<file path="src/design/aip_pkg.sv">
// Package with shared types and constants of the ASCII integer parser.
`timescale 1ns / 1ps

package aip_pkg;

  localparam int VALUE_BITS = 32;
  localparam int MAX_LEN    = 255;
  localparam int POS_W      = $clog2(MAX_LEN + 1);
  localparam int CH_W       = 8;
  localparam int BASE_W     = 6;
  localparam int CFG_IDX_W  = 1;
  localparam int CFG_DATA_W = BASE_W;

  localparam logic [CFG_IDX_W-1:0] CFG_NUMBER_BASE = 1'd0;
  localparam logic [CFG_IDX_W-1:0] CFG_SIGNED_MODE = 1'd1;

  typedef struct packed {
    logic [BASE_W-1:0] number_base;
    logic              signed_mode;
  } cfg_t;

  typedef struct packed {
    logic [CH_W-1:0] ch;
    logic            last;
  } item_t;

endpackage

</file>
<file path="src/design/aip_if.sv">
// Channel interfaces: character input, result output and register writes.
`timescale 1ns / 1ps

interface aip_in_if;
  logic                       valid;
  logic                       ready;
  logic [aip_pkg::CH_W-1:0]   ch;
  logic                       last;
  modport source (output valid, ch, last, input ready);
  modport sink   (input valid, ch, last, output ready);
endinterface

interface aip_out_if;
  logic                           valid;
  logic                           ready;
  logic [aip_pkg::VALUE_BITS-1:0] value;
  logic [aip_pkg::POS_W-1:0]      end_index;
  logic                           any_digits;
  modport source (output valid, value, end_index, any_digits, input ready);
  modport sink   (input valid, value, end_index, any_digits, output ready);
endinterface

interface aip_cfg_if;
  logic                           valid;
  logic                           ready;
  logic [aip_pkg::CFG_IDX_W-1:0]  index;
  logic [aip_pkg::CFG_DATA_W-1:0] data;
  modport source (output valid, index, data, input ready);
  modport sink   (input valid, index, data, output ready);
endinterface

</file>
<file path="src/design/aip_cfg_regs.sv">
// Configuration registers: number base and signed mode.
`timescale 1ns / 1ps

module aip_cfg_regs (
  input  logic          clk_i,
  input  logic          rst_ni,
  aip_cfg_if.sink       cfg_i,
  output aip_pkg::cfg_t cfg_o
);

  aip_pkg::cfg_t cfg_q;

  assign cfg_i.ready = 1'b1;
  assign cfg_o       = cfg_q;

  always_ff @(posedge clk_i or negedge rst_ni) begin
    if (!rst_ni) begin
      cfg_q.number_base <= '0;
      cfg_q.signed_mode <= 1'b1;
    end else if (cfg_i.valid) begin
      unique case (cfg_i.index)
        aip_pkg::CFG_NUMBER_BASE: cfg_q.number_base <= cfg_i.data;
        aip_pkg::CFG_SIGNED_MODE: cfg_q.signed_mode <= cfg_i.data[0];
        default: ;
      endcase
    end
  end

endmodule

</file>
<file path="src/design/aip_in_stage.sv">
// Input register for incoming characters.
`timescale 1ns / 1ps

module aip_in_stage (
  input  logic           clk_i,
  input  logic           rst_ni,
  aip_in_if.sink         in_i,
  output logic           valid_o,
  output aip_pkg::item_t item_o,
  input  logic           ready_i
);

  logic           valid_q;
  aip_pkg::item_t item_q;
  logic           in_fire;

  assign in_i.ready = !valid_q || ready_i;
  assign in_fire    = in_i.valid && in_i.ready;
  assign valid_o    = valid_q;
  assign item_o     = item_q;

  always_ff @(posedge clk_i or negedge rst_ni) begin
    if (!rst_ni) begin
      valid_q <= 1'b0;
    end else if (in_fire) begin
      valid_q     <= 1'b1;
      item_q.ch   <= in_i.ch;
      item_q.last <= in_i.last;
    end else if (ready_i) begin
      valid_q <= 1'b0;
    end
  end

endmodule

</file>
<file path="src/design/aip_parser.sv">
// Parse state machine, digit accumulation and result register.
`timescale 1ns / 1ps

module aip_parser (
  input  logic           clk_i,
  input  logic           rst_ni,
  input  aip_pkg::cfg_t  cfg_i,
  input  logic           item_valid_i,
  input  aip_pkg::item_t item_i,
  output logic           item_ready_o,
  aip_out_if.source      out_o
);

  localparam int VB = aip_pkg::VALUE_BITS;
  localparam int PW = aip_pkg::POS_W;
  localparam int BW = aip_pkg::BASE_W;
  localparam int CW = aip_pkg::CH_W;

  localparam logic [CW-1:0] CH_NUL   = 8'h00;
  localparam logic [CW-1:0] CH_TAB   = 8'h09;
  localparam logic [CW-1:0] CH_LF    = 8'h0A;
  localparam logic [CW-1:0] CH_VT    = 8'h0B;
  localparam logic [CW-1:0] CH_FF    = 8'h0C;
  localparam logic [CW-1:0] CH_CR    = 8'h0D;
  localparam logic [CW-1:0] CH_SPACE = 8'h20;
  localparam logic [CW-1:0] CH_PLUS  = 8'h2B;
  localparam logic [CW-1:0] CH_MINUS = 8'h2D;
  localparam logic [CW-1:0] CH_ZERO  = 8'h30;
  localparam logic [CW-1:0] CH_NINE  = 8'h39;
  localparam logic [CW-1:0] CH_A_UP  = 8'h41;
  localparam logic [CW-1:0] CH_X_UP  = 8'h58;
  localparam logic [CW-1:0] CH_Z_UP  = 8'h5A;
  localparam logic [CW-1:0] CH_A_LO  = 8'h61;
  localparam logic [CW-1:0] CH_X_LO  = 8'h78;
  localparam logic [CW-1:0] CH_Z_LO  = 8'h7A;
  localparam logic [CW-1:0] DIG_NONE = 8'hFF;
  localparam logic [CW-1:0] DIG_TEN  = 8'd10;

  localparam logic [BW-1:0] BASE_AUTO = 6'd0;
  localparam logic [BW-1:0] BASE_OCT  = 6'd8;
  localparam logic [BW-1:0] BASE_DEC  = 6'd10;
  localparam logic [BW-1:0] BASE_HEX  = 6'd16;

  localparam logic [PW-1:0] POS_MAX = PW'(aip_pkg::MAX_LEN);

  typedef enum logic [2:0] {
    PH_WS1,
    PH_WS2,
    PH_PREFIX,
    PH_ZERO,
    PH_DIGITS,
    PH_DONE
  } phase_e;

  function automatic logic is_blank(input logic [CW-1:0] c);
    return c == CH_SPACE || c == CH_TAB || c == CH_LF || c == CH_CR ||
           c == CH_FF || c == CH_VT;
  endfunction

  function automatic logic [CW-1:0] digit_value(input logic [CW-1:0] c);
    logic [CW-1:0] v;
    if (c >= CH_ZERO && c <= CH_NINE) begin
      v = c - CH_ZERO;
    end else if (c >= CH_A_LO && c <= CH_Z_LO) begin
      v = c - CH_A_LO + DIG_TEN;
    end else if (c >= CH_A_UP && c <= CH_Z_UP) begin
      v = c - CH_A_UP + DIG_TEN;
    end else begin
      v = DIG_NONE;
    end
    return v;
  endfunction

  function automatic logic [PW-1:0] sat_inc(input logic [PW-1:0] p);
    return (p >= POS_MAX) ? POS_MAX : p + 1'b1;
  endfunction

  phase_e          phase_q, phase_d;
  logic [VB-1:0]   acc_q, acc_d;
  logic [PW-1:0]   pos_q, pos_d;
  logic [PW-1:0]   stop_q, stop_d;
  logic            neg_q, neg_d;
  logic [BW-1:0]   base_q, base_d;
  logic            seen_q, seen_d;

  logic            out_valid_q;
  logic [VB-1:0]   value_q, value_d;
  logic [PW-1:0]   end_index_q, end_index_d;
  logic            any_digits_q;

  logic            fire;

  assign item_ready_o     = !item_i.last || !out_valid_q || out_o.ready;
  assign fire             = item_valid_i && item_ready_o;
  assign out_o.valid      = out_valid_q;
  assign out_o.value      = value_q;
  assign out_o.end_index  = end_index_q;
  assign out_o.any_digits = any_digits_q;

  always_comb begin : next_state
    logic          take;
    logic [CW-1:0] c;
    logic [CW-1:0] dv;
    logic [VB-1:0] prod;

    c       = item_i.ch;
    take    = 1'b1;
    phase_d = phase_q;
    acc_d   = acc_q;
    stop_d  = stop_q;
    neg_d   = neg_q;
    base_d  = base_q;
    seen_d  = seen_q;
    dv      = digit_value(c);
    prod    = acc_q * {{(VB-BW){1'b0}}, base_q};

    if (phase_d == PH_WS1) begin
      if (is_blank(c)) begin
        take = 1'b0;
      end else if (cfg_i.signed_mode && c == CH_MINUS) begin
        neg_d   = 1'b1;
        phase_d = PH_WS2;
        take    = 1'b0;
      end else if (c == CH_PLUS) begin
        phase_d = cfg_i.signed_mode ? PH_WS2 : PH_PREFIX;
        take    = 1'b0;
      end else begin
        phase_d = PH_PREFIX;
      end
    end
    if (take && phase_d == PH_WS2) begin
      if (is_blank(c)) begin
        take = 1'b0;
      end else if (c == CH_PLUS) begin
        phase_d = PH_PREFIX;
        take    = 1'b0;
      end else begin
        phase_d = PH_PREFIX;
      end
    end
    if (take && phase_d == PH_PREFIX) begin
      if ((cfg_i.number_base == BASE_AUTO || cfg_i.number_base == BASE_HEX) &&
          c == CH_ZERO) begin
        base_d  = cfg_i.number_base;
        phase_d = PH_ZERO;
        take    = 1'b0;
      end else begin
        base_d  = (cfg_i.number_base == BASE_AUTO) ? BASE_DEC : cfg_i.number_base;
        phase_d = PH_DIGITS;
      end
    end
    if (take && phase_d == PH_ZERO) begin
      if (c == CH_X_LO || c == CH_X_UP) begin
        base_d  = BASE_HEX;
        phase_d = PH_DIGITS;
        take    = 1'b0;
      end else begin
        if (base_d == BASE_HEX) begin
          seen_d = 1'b1;
          stop_d = pos_q;
        end else begin
          base_d = BASE_OCT;
        end
        phase_d = PH_DIGITS;
      end
    end
    if (take && phase_d == PH_DIGITS) begin
      if (c == CH_NUL || dv >= {{(CW-BW){1'b0}}, base_d}) begin
        phase_d = PH_DONE;
      end else begin
        acc_d  = prod + {{(VB-BW){1'b0}}, dv[BW-1:0]};
        seen_d = 1'b1;
        stop_d = sat_inc(pos_q);
      end
    end

    pos_d = sat_inc(pos_q);

    if (phase_d == PH_ZERO && base_d == BASE_HEX) begin
      end_index_d = pos_d;
    end else begin
      end_index_d = seen_d ? stop_d : '0;
    end
    value_d = neg_d ? (~acc_d + 1'b1) : acc_d;
  end

  always_ff @(posedge clk_i or negedge rst_ni) begin
    if (!rst_ni) begin
      phase_q     <= PH_WS1;
      acc_q       <= '0;
      pos_q       <= '0;
      stop_q      <= '0;
      neg_q       <= 1'b0;
      base_q      <= '0;
      seen_q      <= 1'b0;
      out_valid_q <= 1'b0;
    end else begin
      if (fire && item_i.last) begin
        out_valid_q <= 1'b1;
      end else if (out_o.ready) begin
        out_valid_q <= 1'b0;
      end
      if (fire) begin
        if (item_i.last) begin
          value_q      <= value_d;
          end_index_q  <= end_index_d;
          any_digits_q <= seen_d || (phase_d == PH_ZERO && base_d == BASE_HEX);
          phase_q      <= PH_WS1;
          acc_q        <= '0;
          pos_q        <= '0;
          stop_q       <= '0;
          neg_q        <= 1'b0;
          base_q       <= '0;
          seen_q       <= 1'b0;
        end else begin
          phase_q <= phase_d;
          acc_q   <= acc_d;
          pos_q   <= pos_d;
          stop_q  <= stop_d;
          neg_q   <= neg_d;
          base_q  <= base_d;
          seen_q  <= seen_d;
        end
      end
    end
  end

endmodule

</file>
<file path="src/design/ascii_integer_parser_core.sv">
// Top level of the streaming ASCII-to-integer parser.
`timescale 1ns / 1ps

// Takes one character per transfer and returns one result (value, end_index,
// any_digits) for each string, after the character marked last. Throughput is one
// character per clock while no last character is held; a character passes an input
// register and then the parse step, a single multiply-add of the 32-bit accumulator
// by the 6-bit base, which writes the result register, where the result of a string
// is offered once its last character has passed the parse step. A last character
// waits in the input register while the previous result has not yet transferred,
// which holds the input. Write number_base (index 0) and signed_mode (index 1) only
// between strings.
module ascii_integer_parser_core (
  input  logic       clk_i,
  input  logic       rst_ni,
  aip_cfg_if.sink    cfg_i,
  aip_in_if.sink     in_i,
  aip_out_if.source  out_o
);

  aip_pkg::cfg_t  cfg;
  logic           stage_valid;
  logic           stage_ready;
  aip_pkg::item_t stage_item;

  aip_cfg_regs u_cfg_regs (
    .clk_i  (clk_i),
    .rst_ni (rst_ni),
    .cfg_i  (cfg_i),
    .cfg_o  (cfg)
  );

  aip_in_stage u_in_stage (
    .clk_i   (clk_i),
    .rst_ni  (rst_ni),
    .in_i    (in_i),
    .valid_o (stage_valid),
    .item_o  (stage_item),
    .ready_i (stage_ready)
  );

  aip_parser u_parser (
    .clk_i        (clk_i),
    .rst_ni       (rst_ni),
    .cfg_i        (cfg),
    .item_valid_i (stage_valid),
    .item_i       (stage_item),
    .item_ready_o (stage_ready),
    .out_o        (out_o)
  );

  a_no_digits_no_index: assert property (@(posedge clk_i) disable iff (!rst_ni)
    out_o.valid && !out_o.any_digits |-> out_o.end_index == '0)
    else $error("end index set without digits");

  a_result_from_last: assert property (@(posedge clk_i) disable iff (!rst_ni)
    $rose(out_o.valid) |-> $past(stage_valid && stage_ready && stage_item.last))
    else $error("result without a last character");

  a_stage_holds: assert property (@(posedge clk_i) disable iff (!rst_ni)
    stage_valid && !stage_ready |=> stage_valid && $stable(stage_item))
    else $error("input register lost a stalled character");

endmodule

</file>
<file path="src/flat_wrapper.sv">
// flat-port wrapper written by rule: the top's interface ports become plain ports
module ascii_integer_parser_core_flat 
  (clk_i, rst_ni, cfg_i_valid, cfg_i_index, cfg_i_data, cfg_i_ready, in_i_valid, in_i_ch, in_i_last, in_i_ready, out_o_valid, out_o_value, out_o_end_index, out_o_any_digits, out_o_ready);
  aip_cfg_if cfg_i_i ();
  aip_in_if in_i_i ();
  aip_out_if out_o_i ();
  input  logic clk_i;
  input  logic rst_ni;
  input wire logic [$bits(cfg_i_i.valid)-1:0] cfg_i_valid;
  input wire logic [$bits(cfg_i_i.index)-1:0] cfg_i_index;
  input wire logic [$bits(cfg_i_i.data)-1:0] cfg_i_data;
  output wire logic [$bits(cfg_i_i.ready)-1:0] cfg_i_ready;
  input wire logic [$bits(in_i_i.valid)-1:0] in_i_valid;
  input wire logic [$bits(in_i_i.ch)-1:0] in_i_ch;
  input wire logic [$bits(in_i_i.last)-1:0] in_i_last;
  output wire logic [$bits(in_i_i.ready)-1:0] in_i_ready;
  output wire logic [$bits(out_o_i.valid)-1:0] out_o_valid;
  output wire logic [$bits(out_o_i.value)-1:0] out_o_value;
  output wire logic [$bits(out_o_i.end_index)-1:0] out_o_end_index;
  output wire logic [$bits(out_o_i.any_digits)-1:0] out_o_any_digits;
  input wire logic [$bits(out_o_i.ready)-1:0] out_o_ready;
  assign cfg_i_i.valid = cfg_i_valid;
  assign cfg_i_i.index = cfg_i_index;
  assign cfg_i_i.data = cfg_i_data;
  assign cfg_i_ready = cfg_i_i.ready;
  assign in_i_i.valid = in_i_valid;
  assign in_i_i.ch = in_i_ch;
  assign in_i_i.last = in_i_last;
  assign in_i_ready = in_i_i.ready;
  assign out_o_valid = out_o_i.valid;
  assign out_o_value = out_o_i.value;
  assign out_o_end_index = out_o_i.end_index;
  assign out_o_any_digits = out_o_i.any_digits;
  assign out_o_i.ready = out_o_ready;
  ascii_integer_parser_core u_core (.clk_i(clk_i), .rst_ni(rst_ni), .cfg_i(cfg_i_i), .in_i(in_i_i), .out_o(out_o_i));
endmodule
</file>
<file path="config.mk">
export PLATFORM = sky130hd
export DESIGN_NAME = ascii_integer_parser_core_flat
export DESIGN_NICKNAME = d
export VERILOG_FILES = /design/src/design/aip_pkg.sv /design/src/design/aip_if.sv /design/src/design/aip_cfg_regs.sv /design/src/design/aip_in_stage.sv /design/src/design/aip_parser.sv /design/src/design/ascii_integer_parser_core.sv /design/src/flat_wrapper.sv
export SDC_FILE = /design/constraint.sdc
export NUM_CORES = 1
export LEC_CHECK = 0
export BUFFER_PORTS_ARGS = -buffer_cell sky130_fd_sc_hd__buf_2
export CORE_MARGIN = 3
export CORE_UTILIZATION = 54
export CTS_CLUSTER_DIAMETER = 50
export DETAILED_ROUTE_END_ITERATION = 10
export PLACE_DENSITY = 0.83
export SLEW_MARGIN = 25
export SYNTH_ARGS = -nofsm -noshare
export SYNTH_HDL_FRONTEND = slang
export SYNTH_HIERARCHICAL = 1
export SYNTH_SLANG_ARGS = --single-unit
</file>
<file path="constraint.sdc">
create_clock -name clk_i -period 11.05 [get_ports clk_i]
set_clock_uncertainty 0.05 [all_clocks]
set_input_delay 1.105 -clock clk_i [delete_from_list [all_inputs] [get_ports clk_i]]
set_output_delay 1.105 -clock clk_i [all_outputs]
set_load 0.05 [all_outputs]
</file>
==> results.yml, run 1 <==
run_status:
  status: "completed"
drt:
  dr.first_iter.drc_count: 1166
  dr_total_vias: 11337
  wl_um: 35100
  first_pass_iters: 6
  antenna_left: 0
  wl_per_cell_um: 19.2
  viasPerCell: 6.19
  drc: 0
placed_design:
  dp_hpwl_um: 24900
  place_congestion: 0.959
  dpl_cell_area_sq_um: 13500
  io_buffers: 63
timing:
  setup_viol: 0
  slew_headroom: 0.259
  hold_viol_final: 0
  whs_ns: 0.431
  rsz0062_at_grt: "no"
  setup_tns_ns: 0
  fin_crit_sh: 0.652
  fin_crit_ns: 7.21
  report.final.slew_viol_count: 0
  fmax_ghz: 0.139
  worstMarginPinSlew_ns: 1.11
final_layout:
  drive_above_1_share: 0.108
  fin_nets: 1713
  multiInputGateArea_sq_um: 8970
  area_growth_pct: 7.74
  seq_area_sq_um: 3210
  fin_util: 0.597
  stdcell_area_sq_um: 14100
  fill_cells: 1978
  n_antenna_cell: 0
synthesis:
  async_flop_share: 0.576
  ys_types: 96
  synth_area_sq_um: 13100
  yosysWarnings: 6
  synth_area_leader_cell: "fa_1"
  syn_inst: 1499
  synth_top_area_frac: 0.171
  synth_edf_count: 50
  synthTopCellsByCount: "253 x nand2_1, 140 x inv_1, 112 x fa_1"
  synth.most_common_cell: "nand2_1"
  syn_nets: 1713
  ys_seq_elements: 118
  synth.avg_cell_area_sq_um: 8.72
  yosysSeqAreaShare: 0.245
  yosys_most_used_dff: "dfrtp_1"
  synthTopCellsByArea: "fa_1 17%, dfrtp_1 13%, edfxtp_1 11%, ha_1 7.8%, nand2_1 7.3%"
setup_path:
  cp.buffers_inverters: 1
  cpLargestDelayFamily: "adder cells"
  endpoint_kind: "register"
  arrival_ns: 7.31
  slowest_delay_ns: 1.03
  crit_top_cell: "fa_1"
  start_kind: "register"
  crit_chain: "nand2_1 -> fa_1 -> fa_1 -> fa_1 -> fa_1 -> inv_1 -> ha_1 -> o21ai_0 -> a21oi_1 -> o221ai_1 -> a21boi_0 -> o2111ai_1 -> or4_1 -> nor4b_2 -> mux2i_1 -> nor3b_2 -> a31oi_1 -> xor2_1"
  cp_slowest_cell: "dfrtp_1"
  worstSetupPathType: "reg -> reg"
  cp_max_fo: 30
  cp_data_required_time_ns: 11.15
clock_tree:
  insertion_delay_ns: 0.42
  hold_buffers: 0
  cts.repair.resized: 0
  cts-root-buf: "clkbuf_16"
  cts_setup_buffers: 0
  clk_pin_slew_worst_paths_ns: 0.07
  cts.sinks: 118
  cts_tree: "built"
  cts_made_buffers: 17
  htree_levels: 4
  cts.path.max_buffers: 2
floorplan:
  fp.dieH_um: 162
  row_count: 56
  die_area_sq_um: 26100
  coreArea_sq_um: 23600
  boundaryPins: 65
  die_x_um: 162
  initial_utilization: 0.554
global_route:
  grtUsageMet3: 0.0457
  grtUsageMet1: 0.371
  globalRoute.busiestLayer: "met2"
  grt_pass1_wl_um: 57900
  grt-ovfl-total: 0
  grtUsageMet2: 0.447
  antenna_found_initial: 0
  grt_pass1_vias: 11347
  grt_usage: 0.275
  grt_max_degree: 82
power_and_ir_drop:
  p_int_mw: 1.02
  power_frac_seq: 0.342
  swShare: 0.410
  p_total_mw: 1.73
  combPwrFrac: 0.340
  ir_drop_mv: 0.120
  p_leak_nw: 6.53
  powerDensity_nw_per_um2: 123
  switchingPower_uw: 710
  power_frac_clock: 0.318
job:
  drv_cap: 0
worst_hold_path:
  hold_path.class: "reg -> reg"
-- metrics by stage --
step,instances,setup slack (ns)
after floorplan,1499,4.85
after global placement,1798,4.27
after detailed placement,1798,3.96
after CTS,1830,3.93
after global routing,1831,3.51
final,1831,3.84
-- final cells by class --
type | instances | share of cell area
clock buffer | 18 | 0.0305
clock inverter | 14 | 0.0100
inverter | 141 | 0.0376
multi-input combinational | 1147 | 0.636
sequential | 118 | 0.228
tap | 319 | 0.0283
timing repair buffer | 74 | 0.0297
-- flip-flops by register name, indices dropped and copies added, names as in the netlist --
signal,flops
u_core/u_cfg_regs/cfg_o,7
u_core/u_in_stage/item_o,9
u_core/u_in_stage/valid_o,1
u_core/u_parser/acc_q,32
u_core/u_parser/base_q,6
u_core/u_parser/neg_q,1
u_core/u_parser/out_o.any_digits,1
u_core/u_parser/out_o.end_index,8
u_core/u_parser/out_o.valid,1
u_core/u_parser/out_o.value,32
u_core/u_parser/phase_q,3
u_core/u_parser/pos_q,8
u_core/u_parser/seen_q,1
u_core/u_parser/stop_q,8
-- routing by layer --
layer  wire length, um  part of all wire  up-vias
li1                  -                 -     5105
met1             14200              0.40     5470
met2             16200              0.46      641
met3              3170             0.090      121
met4              1510             0.043        0
met5                 0                 0        -
-- worst min-delay path, delay by kind of cell (launching register included) --
| family | cells | cell delay (ns) |
|---|---|---|
| flip-flops | 1 | 0.35 |
| AO/OA/AOI/OAI | 1 | 0.06 |
| AND/OR/NAND/NOR | 1 | 0.04 |
-- power groups by stage --
stage          registers [mW]  clock network [mW]  logic, mW
5_1_grt                 0.598               0.580      0.644
4_1_cts                 0.588               0.556      0.574
6_report                0.591               0.551      0.589
3_3_place_gp            0.593                   0      0.553
3_5_place_dp            0.596                   0      0.570
2_1_floorplan           0.545                   0      0.458
-- worst paths after layout --
path	cells after the start	from	end	slack [ns]
worst max register to register	18	u_core/u_parser/base_q[5]	u_core/u_parser/out_o.value[30]	3.84
worst min register to register	2	u_core/u_parser/stop_q[6]	u_core/u_parser/stop_q[6]	0.43
max in group asynchronous	3	rst_ni	u_core/u_cfg_regs/cfg_o[0]	9.71
min in group asynchronous	2	rst_ni	u_core/u_parser/acc_q[27]	0.63
worst min-delay path	2	u_core/u_parser/stop_q[6]	u_core/u_parser/stop_q[6]	0.43
worst max-delay path	18	u_core/u_parser/base_q[5]	u_core/u_parser/out_o.value[30]	3.84
-- logic make-up after synthesis --
logic type,count (synthesis),synth area share
simple gates,522,0.190
compound gates,317,0.161
buf+inv,234,0.0709
fa+ha+maj,193,0.249
flops,118,0.245
xor+xnor,67,0.0449
mux,47,0.0390
other cells,1,0.000287
-- cells in the final DEF (no fill, tap or decap), drive strengths merged, types with 15 or more instances in the layout --
| master | count |
|---|---|
| a21oi | 78 |
| nor2 | 89 |
| xor2 | 36 |
| o21ai | 89 |
| nand2b | 18 |
| ha | 81 |
| edfxtp | 50 |
| nand3 | 15 |
| and2 | 34 |
| buf | 74 |
| nand2 | 253 |
| nor3 | 29 |
| a22oi | 15 |
| xnor2 | 31 |
| fa | 112 |
| inv | 149 |
| dfrtp | 67 |
| mux2i | 33 |
| clkbuf | 18 |
(Power assumes the default switching activity.)
==> inputs of run 2 (changes only) <==
ABC_AREA = 1   (was unset)
clock period = 7.4 ns   (was 11.05 ns; I/O delays follow)
==> run 2 against run 1 <==
Clock power is 54% higher. Power is 52% higher. Worst hold slack better by 0.0012 ns. Largest power group is now combinational cells.
==> results.yml, run 2 <==
run_status:
  status: "completed"
timing:
  setup_tns_ns: 0
  slew_headroom: 0.376
  setup_viol: 0
  fin_crit_sh: 0.918
  fmax_ghz: 0.147
  whs_ns: 0.433
  hold_viol_final: 0
  report.final.slew_viol_count: 0
  worstMarginPinSlew_ns: 0.936
  fin_crit_ns: 6.79
  rsz0062_at_grt: "no"
synthesis:
  syn_inst: 1816
  synth.most_common_cell: "nand2_1"
  synth_area_leader_cell: "fa_1"
  syn_nets: 2030
  ys_types: 57
  yosysWarnings: 6
  synth.avg_cell_area_sq_um: 7.29
  synthTopCellsByArea: "fa_1 17%, nand2_1 17%, dfrtp_1 13%, edfxtp_1 11%, inv_1 8.4%"
  synth_top_area_frac: 0.169
  async_flop_share: 0.576
  synth_edf_count: 50
  synth_area_sq_um: 13200
  synthTopCellsByCount: "591 x nand2_1, 295 x inv_1, 112 x fa_1"
  yosys_most_used_dff: "dfrtp_1"
  ys_seq_elements: 118
  yosysSeqAreaShare: 0.242
clock_tree:
  hold_buffers: 0
  cts_tree: "built"
  htree_levels: 4
  cts-root-buf: "clkbuf_16"
  cts.path.max_buffers: 2
  cts_made_buffers: 17
  insertion_delay_ns: 0.42
  cts_setup_buffers: 0
  clk_pin_slew_worst_paths_ns: 0.06
  cts.repair.resized: 0
  cts.sinks: 118
drt:
  wl_um: 35500
  wl_per_cell_um: 16.4
  dr_total_vias: 12140
  antenna_left: 0
  viasPerCell: 5.60
  drc: 0
  dr.first_iter.drc_count: 1227
  first_pass_iters: 6
final_layout:
  multiInputGateArea_sq_um: 8560
  seq_area_sq_um: 3210
  area_growth_pct: 8.32
  drive_above_1_share: 0.0870
  fill_cells: 2106
  n_antenna_cell: 0
  layout_commonest_cell: "nand2_1"
  fin_util: 0.604
  final_cell_mix: "591 x nand2_1, 295 x inv_1, 112 x fa_1"
  fin_nets: 2051
setup_path:
  cp_data_required_time_ns: 7.53
  worstSetupPathType: "reg -> reg"
  arrival_ns: 6.92
  endpoint_kind: "register"
  start_kind: "register"
  r2r_setup_slack_ns: 0.61
  cp_max_fo: 20
global_route:
  antenna_found_initial: 0
  grt_pass1_wl_um: 59600
  grt_pass1_vias: 12013
  grt_usage: 0.278
  grt-ovfl-total: 0
  grt_max_degree: 71
floorplan:
  initial_utilization: 0.558
  boundaryPins: 65
  coreArea_sq_um: 23800
  row_count: 56
  fp.dieH_um: 163
  die_area_sq_um: 26400
  die_x_um: 163
placed_design:
  place_congestion: 0.960
  io_buffers: 63
  dp_hpwl_um: 26500
power_and_ir_drop:
  powerDensity_nw_per_um2: 184
  p_leak_nw: 7.91
  ir_drop_mv: 0.181
job:
  drv_cap: 0
worst_hold_path:
  hold_path.class: "reg -> reg"
==> run 2: area by class of cell <==
class / count / share of cell area
Clock buffer: 18 / 0.0314
Multi-Input combinational cell: 1318 / 0.597
Timing Repair Buffer: 79 / 0.0312
Inverter: 303 / 0.0794
Tap cell: 319 / 0.0278
Clock inverter: 14 / 0.0100
Sequential cell: 118 / 0.223
==> run 2: through the flow <==
stage,cell area [sq um],instances,total power [mW],setup slack [ns]
finish,14300,2169,2.64,0.608
global route,14300,2169,2.78,0.232
CTS,14300,2169,2.62,0.544
detailed placement,13800,2137,1.76,0.560
global placement,13700,2136,1.74,0.726
floorplan,13200,1816,1.52,1.73
==> run 2: kinds of logic after synthesis <==
kind of cell	synth area share
compound gates	0.0854
buf+inv	0.112
flops	0.242
other cells	0.000283
simple gates	0.278
xor+xnor	0.0364
fa+ha+maj	0.246
==> run 2: per-layer routing <==
| layer | wire length (um) | global-route usage | part of all wire | up-vias |
|---|---|---|---|---|
| met5 | 0 | 0 | 0 | - |
| met4 | 1220 | 0.101 | 0.034 | 0 |
| met3 | 2460 | 0.0404 | 0.069 | 86 |
| met2 | 16900 | 0.470 | 0.48 | 524 |
| met1 | 14800 | 0.367 | 0.42 | 5788 |
| li1 | - | - | - | 5742 |
==> run 2: worst max-delay path: stages, from the launching register on <==
cell	delay, ns
dfrtp_1	0.85
nand2_1	0.17
fa_1	0.53
fa_1	0.51
fa_1	0.52
fa_1	0.55
inv_1	0.04
ha_1	0.34
nand2_1	0.09
inv_1	0.04
a21oi_1	0.37
o21ai_0	0.22
a21oi_1	0.24
o21ai_0	0.17
a21oi_1	0.28
o21ai_0	0.15
xor2_1	0.16
nand4_1	0.15
nand2_1	0.15
nor2_1	0.21
nand2_1	0.12
nor2_1	0.14
nand4_1	0.23
nand2_1	0.12
nand2_1	0.06
nand2_1	0.05
inv_1	0.03
==> run 2: worst paths after layout <==
| kind | to | startpoint | cells past startpoint |
|---|---|---|---|
| max | u_core/u_parser/out_o.value[19] | u_core/u_parser/base_q[5] | 26 |
| min | u_core/u_cfg_regs/cfg_o[0] | u_core/u_cfg_regs/cfg_o[0] | 2 |
| max reg2reg | u_core/u_parser/out_o.value[19] | u_core/u_parser/base_q[5] | 26 |
| min reg2reg | u_core/u_cfg_regs/cfg_o[0] | u_core/u_cfg_regs/cfg_o[0] | 2 |
| max in group asynchronous | u_core/u_parser/base_q[2] | rst_ni | 2 |
| min in group asynchronous | u_core/u_parser/pos_q[2] | rst_ni | 2 |
==> run 2: where the power goes <==
part           internal [mW]  leakage [nW]  total (mW)  switching, mW
Clock                  0.496         0.297       0.850          0.354
Combinational          0.273          6.22       0.980          0.707
Sequential             0.724          1.40       0.809         0.0852
